File: src/rtl/mst_pkg.sv
// Shared types and codes for the multi-slot alarm timer.
package mst_pkg;

  typedef enum logic [3:0] {
    OP_TICK       = 4'd0,
    OP_ALLOC      = 4'd1,
    OP_FREE       = 4'd2,
    OP_START_ONCE = 4'd3,
    OP_START_PER  = 4'd4,
    OP_STOP       = 4'd5,
    OP_RESTART    = 4'd6,
    OP_INFO       = 4'd7,
    OP_NEXT       = 4'd8,
    OP_TIME       = 4'd9
  } op_t;

  localparam logic [1:0] ST_OK          = 2'd0;
  localparam logic [1:0] ST_INVAL_STATE = 2'd1;
  localparam logic [1:0] ST_INVAL_ARG   = 2'd2;
  localparam logic [1:0] ST_NO_FREE     = 2'd3;

  localparam logic [1:0] MODE_STOP = 2'd0;
  localparam logic [1:0] MODE_ONCE = 2'd1;
  localparam logic [1:0] MODE_PER  = 2'd2;

  // Fire results reported per tick at most.
  localparam logic [3:0] MAX_OUT = 4'd8;

  typedef struct packed {
    logic [1:0]  status;
    logic [2:0]  slot_index;
    logic        fired;
    logic        active;
    logic [63:0] period_out;
    logic [63:0] alarm_time;
    logic [31:0] fire_total;
    logic [63:0] now_time;
  } res_t;

endpackage

File: src/rtl/multi_slot_alarm_timer.sv
// Alarm timer bank: slot bookkeeping, shared add/compare unit and scan sequencer.
// Free, stop, start, restart, time and rejected ops go from idle to the push state;
// info reads the slot first; allocate walks the slots to the first free one.
// Tick and next-alarm scan the slots in turn (read, evaluate) through one shared
// 64-bit adder and comparator; a tick scan can stall while the output is full.
// One request at a time; a new one is taken while the last result waits.
// Sync reset zeroes the count and frees every slot; slot memories are cleared on allocate.
module multi_slot_alarm_timer #(
  parameter int NUM_SLOTS = 8
) (
  input  logic         clk,
  input  logic         rst,
  input  logic         s_axis_tvalid,
  output logic         s_axis_tready,
  input  logic [71:0]  s_axis_tdata,   // slot[2:0], duration[66:3], zero pad
  input  logic [3:0]   s_axis_tuser,   // op[3:0]
  output logic         m_axis_tvalid,
  input  logic         m_axis_tready,
  output logic [231:0] m_axis_tdata,   // status[1:0], slot_index[4:2], active[5],
                                       // period_out[69:6], alarm_time[133:70],
                                       // fire_total[165:134], now_time[229:166], pad
  output logic [0:0]   m_axis_tuser,   // fired[0]
  output logic         m_axis_tlast
);

  localparam int SW = (NUM_SLOTS > 1) ? $clog2(NUM_SLOTS) : 1;

  // One-hot sequencer states.
  typedef enum logic [5:0] {
    S_IDLE  = 6'b000001,
    S_RD    = 6'b000010,
    S_EV    = 6'b000100,
    S_ALLOC = 6'b001000,
    S_INFO  = 6'b010000,
    S_PUSH  = 6'b100000
  } state_t;

  state_t state;

  // Count and per-slot control bits (reset-cleared).
  logic [63:0]   now;
  logic          alloc [NUM_SLOTS];
  logic [1:0]    mode  [NUM_SLOTS];

  // Slot payload memories with registered reads.
  logic [63:0]   period_mem [NUM_SLOTS];
  logic [63:0]   alarm_mem  [NUM_SLOTS];
  logic [31:0]   fires_mem  [NUM_SLOTS];
  logic [63:0]   period_q;
  logic [63:0]   alarm_q;
  logic [31:0]   fires_q;

  // Sequencer registers.
  logic [SW-1:0]    idx;
  mst_pkg::op_t     op_q;
  logic [3:0]       n_fire;
  logic             found;
  mst_pkg::res_t    pend;
  logic             pend_valid;
  mst_pkg::res_t    out;
  logic             out_valid;
  logic             out_last;

  // Request decode.
  mst_pkg::op_t  in_op;
  logic [2:0]    in_slot;
  logic [63:0]   in_dur;
  logic [6:0]    s_ext;
  logic [SW-1:0] s_idx;
  logic          s_valid;
  logic          accept;
  logic          is_start;
  logic [1:0]    eff_mode;
  logic [1:0]    start_status;
  logic          start_go;

  // Shared arithmetic unit.
  logic [63:0]   add_b;
  logic [63:0]   sum;
  logic [63:0]   cmp_a;
  logic [63:0]   cmp_b;
  logic          lt;

  // Scan evaluation.
  logic          ev_run;
  logic          ev_per;
  logic          due;
  logic          report;
  logic          out_free;
  logic          out_load;
  logic          stall;
  logic          fire_go;
  logic          alloc_go;
  logic          idx_last;
  logic [31:0]   fires_inc;
  logic [2:0]    idx3;
  mst_pkg::res_t fire_res;
  mst_pkg::res_t info_res;
  mst_pkg::res_t idle_res;
  mst_pkg::res_t base_res;
  mst_pkg::res_t alloc_res;

  // Memory write port.
  logic [SW-1:0] wr_idx;
  logic [SW-1:0] rd_idx;
  logic          we_period;
  logic          we_alarm;
  logic          we_fires;
  logic [63:0]   wr_period;
  logic [63:0]   wr_alarm;
  logic [31:0]   wr_fires;

  assign in_op   = mst_pkg::op_t'(s_axis_tuser);
  assign in_slot = s_axis_tdata[2:0];
  assign in_dur  = s_axis_tdata[66:3];
  assign s_ext   = 7'(in_slot);
  assign s_idx   = s_ext[SW-1:0];
  assign s_valid = (s_ext < 7'(NUM_SLOTS)) && alloc[s_idx];

  assign s_axis_tready = (state == S_IDLE);
  assign accept        = s_axis_tvalid && s_axis_tready;

  assign is_start = (in_op == mst_pkg::OP_START_ONCE) || (in_op == mst_pkg::OP_START_PER) ||
                    (in_op == mst_pkg::OP_RESTART);
  // Restart stops the slot first, so it never sees a running slot.
  assign eff_mode = (in_op == mst_pkg::OP_RESTART) ? mst_pkg::MODE_STOP : mode[s_idx];
  always_comb begin
    if (((in_op == mst_pkg::OP_START_PER) && (in_dur == 64'd0)) || !s_valid) begin
      start_status = mst_pkg::ST_INVAL_ARG;
    end else if (eff_mode != mst_pkg::MODE_STOP) begin
      start_status = mst_pkg::ST_INVAL_STATE;
    end else begin
      start_status = mst_pkg::ST_OK;
    end
  end
  assign start_go = accept && is_start && (start_status == mst_pkg::ST_OK);

  // Shared adder: now + 1 on tick, now + duration on start, now + period on rearm.
  always_comb begin
    if (state == S_EV) begin
      add_b = period_q;
    end else if (in_op == mst_pkg::OP_TICK) begin
      add_b = 64'd1;
    end else begin
      add_b = in_dur;
    end
  end
  assign sum = now + add_b;

  // Shared comparator: due test on tick, running minimum on next-alarm.
  always_comb begin
    if (op_q == mst_pkg::OP_TICK) begin
      cmp_a = now;
      cmp_b = alarm_q;
    end else begin
      cmp_a = alarm_q;
      cmp_b = pend.alarm_time;
    end
  end
  assign lt = cmp_a < cmp_b;

  assign ev_run    = alloc[idx] && (mode[idx] != mst_pkg::MODE_STOP);
  assign ev_per    = (mode[idx] == mst_pkg::MODE_PER);
  assign due       = ev_run && !lt;
  assign report    = n_fire < mst_pkg::MAX_OUT;
  assign out_free  = !out_valid || m_axis_tready;
  assign stall     = (op_q == mst_pkg::OP_TICK) && due && report && pend_valid && !out_free;
  assign fire_go   = (state == S_EV) && (op_q == mst_pkg::OP_TICK) && due && !stall;
  assign alloc_go  = (state == S_ALLOC) && !alloc[idx];
  assign idx_last  = (idx == SW'(NUM_SLOTS - 1));
  assign fires_inc = fires_q + 32'd1;
  assign idx3      = 3'(idx);
  // Hand a held fire on mid-scan, or the final result from the push state.
  assign out_load  = (fire_go && report && pend_valid) ||
                     ((state == S_PUSH) && pend_valid && out_free);

  always_comb begin
    fire_res            = '0;
    fire_res.status     = mst_pkg::ST_OK;
    fire_res.slot_index = idx3;
    fire_res.fired      = 1'b1;
    fire_res.active     = ev_per;
    fire_res.period_out = ev_per ? period_q : 64'd0;
    fire_res.alarm_time = ev_per ? sum : 64'd0;
    fire_res.fire_total = fires_inc;
    fire_res.now_time   = now;
  end

  always_comb begin
    info_res            = '0;
    info_res.status     = mst_pkg::ST_OK;
    info_res.slot_index = idx3;
    info_res.active     = ev_run;
    info_res.period_out = ev_per ? period_q : 64'd0;
    info_res.alarm_time = ev_run ? alarm_q : 64'd0;
    info_res.fire_total = fires_q;
    info_res.now_time   = now;
  end

  // Empty result stamped with the count; allocate reports the slot it lands on.
  always_comb begin
    base_res          = '0;
    base_res.now_time = now;
    alloc_res         = base_res;
    if (alloc[idx]) begin
      alloc_res.status = mst_pkg::ST_NO_FREE;
    end else begin
      alloc_res.status     = mst_pkg::ST_OK;
      alloc_res.slot_index = idx3;
    end
  end

  // Single-result ops settled in the request cycle.
  always_comb begin
    idle_res          = '0;
    idle_res.now_time = now;
    case (in_op)
      mst_pkg::OP_FREE, mst_pkg::OP_STOP, mst_pkg::OP_INFO: begin
        idle_res.status     = s_valid ? mst_pkg::ST_OK : mst_pkg::ST_INVAL_ARG;
        idle_res.slot_index = in_slot;
      end
      mst_pkg::OP_START_ONCE, mst_pkg::OP_START_PER, mst_pkg::OP_RESTART: begin
        idle_res.status     = start_status;
        idle_res.slot_index = in_slot;
      end
      mst_pkg::OP_TIME: begin
        idle_res.status = mst_pkg::ST_OK;
      end
      default: begin
        idle_res.status = mst_pkg::ST_INVAL_ARG;
      end
    endcase
  end

  // Memory port selection.
  assign rd_idx    = (state == S_IDLE) ? s_idx : idx;
  assign wr_idx    = (state == S_IDLE) ? s_idx : idx;
  assign we_period = start_go || alloc_go;
  assign we_alarm  = start_go || alloc_go || (fire_go && ev_per);
  assign we_fires  = alloc_go || fire_go;
  assign wr_period = alloc_go ? 64'd0 : in_dur;
  assign wr_alarm  = alloc_go ? 64'd0 : sum;
  assign wr_fires  = alloc_go ? 32'd0 : fires_inc;

  always_ff @(posedge clk) begin
    if (we_period) begin
      period_mem[wr_idx] <= wr_period;
    end
    if (we_alarm) begin
      alarm_mem[wr_idx] <= wr_alarm;
    end
    if (we_fires) begin
      fires_mem[wr_idx] <= wr_fires;
    end
    period_q <= period_mem[rd_idx];
    alarm_q  <= alarm_mem[rd_idx];
    fires_q  <= fires_mem[rd_idx];
  end

  // Output stage: load a handed-on result, drop it once taken.
  always_ff @(posedge clk) begin
    if (rst) begin
      out_valid <= 1'b0;
      out_last  <= 1'b0;
    end else if (out_load) begin
      out       <= pend;
      out_last  <= (state == S_PUSH);
      out_valid <= 1'b1;
    end else if (m_axis_tready) begin
      out_valid <= 1'b0;
    end
  end

  // Sequencer, slot control bits and result staging.
  always_ff @(posedge clk) begin
    if (rst) begin
      state      <= S_IDLE;
      now        <= 64'd0;
      idx        <= '0;
      op_q       <= mst_pkg::OP_TICK;
      n_fire     <= 4'd0;
      found      <= 1'b0;
      pend_valid <= 1'b0;
      for (int i = 0; i < NUM_SLOTS; i++) begin
        alloc[i] <= 1'b0;
        mode[i]  <= mst_pkg::MODE_STOP;
      end
    end else begin
      case (state)
        S_IDLE: begin
          if (accept) begin
            op_q <= in_op;
            case (in_op)
              mst_pkg::OP_TICK: begin
                now        <= sum;
                idx        <= '0;
                n_fire     <= 4'd0;
                pend_valid <= 1'b0;
                state      <= S_RD;
              end
              mst_pkg::OP_NEXT: begin
                idx        <= '0;
                found      <= 1'b0;
                pend       <= base_res;
                pend_valid <= 1'b0;
                state      <= S_RD;
              end
              mst_pkg::OP_ALLOC: begin
                idx   <= '0;
                state <= S_ALLOC;
              end
              mst_pkg::OP_INFO: begin
                idx <= s_idx;
                if (s_valid) begin
                  state <= S_INFO;
                end else begin
                  pend       <= idle_res;
                  pend_valid <= 1'b1;
                  state      <= S_PUSH;
                end
              end
              default: begin
                if (s_valid && ((in_op == mst_pkg::OP_FREE) || (in_op == mst_pkg::OP_STOP))) begin
                  mode[s_idx] <= mst_pkg::MODE_STOP;
                  if (in_op == mst_pkg::OP_FREE) begin
                    alloc[s_idx] <= 1'b0;
                  end
                end
                if (start_go) begin
                  mode[s_idx] <= (in_op == mst_pkg::OP_START_PER) ? mst_pkg::MODE_PER
                                                                  : mst_pkg::MODE_ONCE;
                end
                pend       <= idle_res;
                pend_valid <= 1'b1;
                state      <= S_PUSH;
              end
            endcase
          end
        end

        S_RD: begin
          state <= S_EV;
        end

        S_EV: begin
          if (!stall) begin
            if (op_q == mst_pkg::OP_TICK) begin
              if (due) begin
                if (!ev_per) begin
                  mode[idx] <= mst_pkg::MODE_STOP;
                end
                if (report) begin
                  // The held fire moves to the output; the new one waits for its
                  // successor or the end of the scan.
                  pend       <= fire_res;
                  pend_valid <= 1'b1;
                  n_fire     <= n_fire + 4'd1;
                end
              end
            end else if (ev_run && (!found || lt)) begin
              pend.alarm_time <= alarm_q;
              found           <= 1'b1;
            end
            if (idx_last) begin
              if (op_q != mst_pkg::OP_TICK) begin
                pend_valid <= 1'b1;
              end
              state <= S_PUSH;
            end else begin
              idx   <= idx + SW'(1);
              state <= S_RD;
            end
          end
        end

        S_ALLOC: begin
          if (!alloc[idx]) begin
            alloc[idx] <= 1'b1;
            mode[idx]  <= mst_pkg::MODE_STOP;
          end
          if (!alloc[idx] || idx_last) begin
            pend       <= alloc_res;
            pend_valid <= 1'b1;
            state      <= S_PUSH;
          end else begin
            idx <= idx + SW'(1);
          end
        end

        S_INFO: begin
          pend       <= info_res;
          pend_valid <= 1'b1;
          state      <= S_PUSH;
        end

        S_PUSH: begin
          // Hold the final result until the output stage frees up.
          if (!pend_valid) begin
            state <= S_IDLE;
          end else if (out_free) begin
            pend_valid <= 1'b0;
            state      <= S_IDLE;
          end
        end

        default: begin
          state <= S_IDLE;
        end
      endcase
    end
  end

  assign m_axis_tvalid = out_valid;
  assign m_axis_tlast  = out_last;
  assign m_axis_tuser  = out.fired;
  assign m_axis_tdata  = {2'b00, out.now_time, out.fire_total, out.alarm_time,
                          out.period_out, out.active, out.slot_index, out.status};

endmodule

File: config.mk
export PLATFORM = sky130hd
export DESIGN_NAME = multi_slot_alarm_timer
export DESIGN_NICKNAME = d
export VERILOG_FILES = /design/src/rtl/mst_pkg.sv /design/src/rtl/multi_slot_alarm_timer.sv
export SDC_FILE = /design/constraint.sdc
export NUM_CORES = 2
export LEC_CHECK = 0
export BUFFER_PORTS_ARGS = -buffer_cell sky130_fd_sc_hd__buf_2
export CAP_MARGIN = 20
export CORE_ASPECT_RATIO = 0.7
export CORE_MARGIN = 1
export CORE_UTILIZATION = 30
export DETAILED_ROUTE_END_ITERATION = 7
export PLACE_DENSITY = 0.47
export SLEW_MARGIN = 20
export SYNTH_ARGS = -nofsm -noshare
export SYNTH_HDL_FRONTEND = slang
export SYNTH_SLANG_ARGS = --single-unit
File: constraint.sdc
create_clock -name clk -period 28.6 [get_ports clk]
set_clock_uncertainty 0.2 [all_clocks]
set_input_delay 4.29 -clock clk [delete_from_list [all_inputs] [get_ports clk]]
set_output_delay 4.29 -clock clk [all_outputs]
set_load 0.1 [all_outputs]
* Word-level counts from Yosys, hierarchy flattened *
Memory sizes are Yosys's and may differ from the RTL's. A register that Yosys moved wholly into a read port is not among the register bits.
Cells that the tools add are included.

storage, ports and cells
  register bits after elaboration = 547
  RAM bits = 1304
  memories kept = 5

operators by class
  add/sub/neg operators = 4
  $lt $le $gt $ge = 3
  equal/unequal tests = 37
  mux-type cells = 131
  bitwise logic cells = 3
  reduce and logical (&&, ||, !) cells = 73

memory list
  name        words  width  read ports  clocked after Yosys merged registers in  wr ports  RTL line                      text
  alarm_mem   8      64     1           1                                        1         multi_slot_alarm_timer.sv:47  logic [63:0] alarm_mem [NUM_SLOTS];
  period_mem  8      64     1           1                                        1         multi_slot_alarm_timer.sv:46  logic [63:0] period_mem [NUM_SLOTS];
  fires_mem   8      32     1           1                                        1         multi_slot_alarm_timer.sv:48  logic [31:0] fires_mem [NUM_SLOTS];
  mode        8      2      2           1                                        8         multi_slot_alarm_timer.sv:43  logic [1:0] mode [NUM_SLOTS];
  alloc       8      1      2           1                                        8         multi_slot_alarm_timer.sv:42  logic alloc [NUM_SLOTS];

operators with widths
  cell                   number
  $mux 231               6
  $pmux 231 s4           1
  $mux 64                11
  $pmux 231 s3           1
  $mux 96                1
  $mux 71                1
  $add 64x64->64         1
  $logic_not 64->1       1
  $lt 64x64->1           1
  $mux 1                 63
  $mux 3                 15
  $mux 6                 7
  $pmux 6 s6             1
  $add 32x1->32 const B  1
  $mux 32                1
  $mux 4                 6
  $logic_and 1x1->1      22
  $reduce_and 10->1      2
  $mux 2                 9
  $pmux 6 s3             1
  $reduce_and 6->1       3
  $eq 4x3->1 const B     4
  $ne 2x2->1 const B     8
  $ne 2x1->1 const B     6
  other kinds (44)       78

* Longest topological paths before layout *
  depth after elaboration = 17
  mapped depth = 21

* Worst setup path before layout *
Ideal clock, no wire load.

  kind = input-to-reg
  start = input m_axis_tready
  end = register out (netlist bit m_axis_tdata[0]) (enable)
  library setup time = 1.105 ns
  arrival = 20.612 ns
  required time = 27.295 ns
  path slack = 6.683 ns
  stages on the path = 7
  path buffers = 0
  cells stage by stage = nand2b_1 or2_2 nor2_1 nand4b_2 nor2_1 a21oi_1 nor3_1

between the ends
  word-level cells in the longest chain between the ends = 9
  elaborated cells between the ends (all ways) = 10
  those cells by class = reduce/logical: 10

RTL lines
  element                                RTL line                       text
  start, declared                        multi_slot_alarm_timer.sv:18   input logic m_axis_tready,
  $logic_or 1x1->1 (*)                   multi_slot_alarm_timer.sv:166  assign out_free = !out_valid || m_axis_tready;
  $logic_not 1->1                        multi_slot_alarm_timer.sv:167  assign stall = (op_q == mst_pkg::OP_TICK) && due && report && pend_valid && !out_free;
  $logic_and 1x1->1                      multi_slot_alarm_timer.sv:167
  $logic_not 1->1                        -
  $logic_and 1x1->1                      multi_slot_alarm_timer.sv:168  assign fire_go = (state == S_EV) && (op_q == mst_pkg::OP_TICK) && due && !stall;
  $logic_and 1x1->1 (2 in a row)         multi_slot_alarm_timer.sv:174  assign out_load = (fire_go && report && pend_valid) ||
  $logic_or 1x1->1 (*)                   multi_slot_alarm_timer.sv:174
  $reduce_and 2->1 (no source line) (*)  -
  end signal, assigned                   multi_slot_alarm_timer.sv:266  out <= pend;
  end, declared                          multi_slot_alarm_timer.sv:60   mst_pkg::res_t out;

Every way passes the cells marked *; elsewhere a longest branch is shown, timed or not.
A chain may end at the register's enable or synchronous reset.

* Worst setup path after layout *
  start = input s_axis_tuser[0]
  end = memory alarm_mem[2][47] (data pin)

between the ends
  word-level cells in the longest chain between the ends = 5

RTL lines
  element                 RTL line                       text
  start, declared         multi_slot_alarm_timer.sv:16   input logic [3:0] s_axis_tuser,
  $logic_not 4->1         multi_slot_alarm_timer.sv:142  end else if (in_op == mst_pkg::OP_TICK) begin
  $mux 64                 multi_slot_alarm_timer.sv:142
  $mux 64                 multi_slot_alarm_timer.sv:140  if (state == S_EV) begin
  $add 64x64->64          multi_slot_alarm_timer.sv:148  assign sum = now + add_b;
  $mux 64                 multi_slot_alarm_timer.sv:242  assign wr_alarm = alloc_go ? 64'd0 : sum;
  named net wr_alarm[47]  multi_slot_alarm_timer.sv:110  logic [63:0] wr_alarm;
  end, declared           multi_slot_alarm_timer.sv:47

The timed path passes the listed nets, and every way through them passes these cells.

==> run_results.csv <==
group,metric,value,unit
floorplanning,start_util,0.302,
final_layout,layout.nets,5936,
detailed_routing,wire_per_inst,28.3,um
floorplanning,rows,157,
power,power_density,81.9,nW/um2
outcome,outcome,"finished, final reports clean",
final_layout,final_cell_mix,"edfxtp_1 (1766), nand2_1 (558), a22oi_1 (397)",
sta,min_period,9530,ps
clock_tree,clkTransAtPathRegs,60,ps
grt,grt_pass1_vias,47364,
synthesis,synth_seq_area_share,0.734,
detailed_routing,met2_length,117,mm
place,dp_slack,18420,ps
clock_tree,clock_latency,890,ps
clock_tree,clock_path_buffers,4,
clock_tree,cts_hold_buffers,0,
detailed_routing,drt_iter0_drc,5500,
critical_path,start_kind,"input pin",
sta,clock.fmax,105,MHz
sta,period_share,0.333,
critical_path,worstPathRequired,28960,ps
sta,hold_viol_final,0,
synthesis,synth_edf_count,1766,
power,intPower,5400,uW
place,dpl.hpwl,164,mm
sta,fin_ws,19070,ps
detailed_routing,drt_wl_total,266,mm
power,combPwrFrac,0.154,
clock_tree,cts_resized,0,
clock_tree,cts_tree,"yes",
sta,setup_tns,0,ps
synthesis,synth_cell_type_count,93,
final_layout,drive_above_1_share,0.140,
floorplanning,die_x,615,um
clock_tree,postCtsSetupBuffers,0,
place,port_buffers,308,
sta,slew_headroom,0.233,
detailed_routing,drt_first_pass_iters,6,
sta,worst_pin_slew,1150,ps
critical_path,worst_setup_path_end_kind,"register",
critical_path,startpoint,"s_axis_tuser[0]",
final_layout,syn2layout_area_growth,16.3,%
clock_tree,cts-htree-levels,4,
critical_path,critPathKind,"in2reg",
grt,grt_pass1_wl,368,mm
floorplanning,die_y,431,um
critical_path,worstPathMaxFanout,64,
clock_tree,numCtsBuffers,207,
min_path,hold_class,"reg2reg",
detailed_routing,viasPerCell,5.27,
final_layout,final_common_cell,"edfxtp_1",
floorplanning,boundaryPins,316,
detailed_routing,drtAntennaViolNets,0,
grt,antenna_found_initial,41,
power,clkPwrFrac,0.369,
synthesis,synth_ff_type,"edfxtp_1",
synthesis,synth_seq_cells,2014,
sta,drv_slew,0,
detailed_routing,drcViolationCount,0,
place,place_congestion,0.879,
floorplanning,fp.dieArea,266000,um2
power,p_sw_frac,0.283,
grt,grt_max_degree,92,
synthesis,synthCells,5418,
power,p_sw,2130,uW
synthesis,ys_warn_count,0,
clock_tree,clock-sinks,2014,
floorplanning,coreArea,262000,um2
sta,setup_viol,0,
detailed_routing,topRoutingLayerUsed,"met5",
synthesis,async_flop_share,0,
min_path,min-delay-start,"pend[73]",
critical_path,crit_arrival,9890,ps
power,p_leak,0.0313,uW
power,seqPwrFrac,0.477,
detailed_routing,num_vias,49515,
detailed_routing,dr_wl_met3,18.9,mm
grt,track_usage,0.194,
critical_path,r2r-start,"op_q[0]",
sta,timing.hold.ws,205,ps
detailed_routing,wl_met1,124,mm
synthesis,netlist_area,79000,um2
grt,gr-total-overflow,0,
sta,rsz0062_at_grt,"false",
synthesis,syn_area_per_cell,14.6,um2
clock_tree,clockRootBuffer,"clkbuf_16",
run,cap_violations,0,
power,peakVddDrop,0.0620,mV
[synth_stat cells, types with 6 or more instances]
cell | count | area share
buf_1 | 37 | 0.0018
nor2b_1 | 117 | 0.0093
clkbuf_1 | 260 | 0.012
or3_1 | 8 | 0.00063
and2_1 | 83 | 0.0066
inv_1 | 23 | 0.0011
mux2i_1 | 82 | 0.010
nand2b_1 | 12 | 0.00095
o21ai_1 | 17 | 0.0011
xor2_1 | 37 | 0.0041
edfxtp_1 | 1766 | 0.67
a22o_1 | 254 | 0.028
nand3_1 | 182 | 0.012
nor3b_1 | 9 | 0.00085
ha_1 | 130 | 0.021
o31ai_1 | 18 | 0.0017
o21ai_0 | 195 | 0.012
a22oi_1 | 397 | 0.038
dfxtp_1 | 248 | 0.063
o21a_1 | 12 | 0.0011
nor2_1 | 213 | 0.010
o311ai_0 | 6 | 0.00066
mux4_2 | 8 | 0.0023
o211ai_1 | 10 | 0.00095
nor3_1 | 52 | 0.0033
o21bai_1 | 10 | 0.00095
xnor2_1 | 52 | 0.0058
a221oi_1 | 50 | 0.0055
nand2_1 | 562 | 0.027
nand3b_1 | 12 | 0.0011
a221o_1 | 6 | 0.00076
a21o_1 | 40 | 0.0038
nor4_1 | 39 | 0.0031
and4_1 | 9 | 0.0010
buf_2 | 21 | 0.0013
a31oi_1 | 19 | 0.0015
and3_1 | 27 | 0.0021
a222oi_1 | 7 | 0.00089
nand4_1 | 79 | 0.0063
a21oi_1 | 190 | 0.012
a211oi_1 | 19 | 0.0018
[power groups by stage]
stage               clock network [uW]  registers [uW]  logic (uW)
finish                            2780            3590        1160
global route                      2940            3600        1250
CTS                               2830            3590        1160
detailed placement                   0            3650        1150
global placement                     0            3650        1150
floorplan                            0            3600         702
[flip-flops by register name, indices dropped and copies added, names as in the netlist, 16 cells and up, named ones only]
| register | flops |
|---|---|
| alarm_mem | 512 |
| alarm_q | 64 |
| fires_mem | 256 |
| fires_q | 32 |
| m_axis_tdata | 230 |
| mode | 16 |
| now | 64 |
| pend | 231 |
| period_mem | 512 |
| period_q | 64 |
[cell type report]
class	instances	area, um2
flip-flops and latches	2014	58000
well taps	3498	4380
fillers	25108	170000
clock inverters	96	1030
inverters	24	92.6
clock buffers	283	5850
multi-input cells	3059	20100
diodes	7	17.5
repair buffers	419	2410
[routing by layer]
| layer | vias up | global-route usage |
|---|---|---|
| met1 | 25524 | 0.285 |
| met4 | 14 | 0.0461 |
| met5 | - | 0 |
| met2 | 1875 | 0.295 |
| met3 | 348 | 0.0350 |
| li1 | 21754 | - |
[cell families after synthesis]
group / Yosys count / share of synthesized area
adder cells (fa/ha/maj): 131 / 0.0208
flip-flops: 2014 / 0.734
other: 1 / 0.0000475
AND/OR/NAND/NOR: 1426 / 0.0858
XOR/XNOR: 89 / 0.00986
multiplexers: 95 / 0.0134
buffers and inverters: 346 / 0.0170
AO/OA/AOI/OAI: 1316 / 0.119
[critical path: stages]
cell and delay [ps]:
buf_2 180, nor4_1 290, buf_4 220, nor2_4 50
buf_12 210, a22o_1 480, ha_1 330, a21oi_1 220
nor2_1 80, o41ai_1 710, a21oi_1 290, o21ai_0 920
nand2_1 290, o21ai_0 380, xor2_1 520, nor2_1 260
[path summary, 6_finish.rpt]
kind                        to  slack [ps]  depth (start not counted)
max           alarm_mem[2][47]       19070                         16
min          m_axis_tdata[143]         200                          0
max reg2reg           pend[25]       21260                         16
min reg2reg  m_axis_tdata[143]         200                          0
[stage by stage]
stage	cells	utilization	total power [uW]	cell area (um2)
floorplan	5419	-	4300	79000
global placement	9013	0.325	4800	85000
detailed placement	9014	0.325	4800	85000
CTS	9393	0.351	7580	91900
global route	9399	0.351	7800	91900
finish	9400	0.351	7530	91900
(Power assumes the default switching activity.)
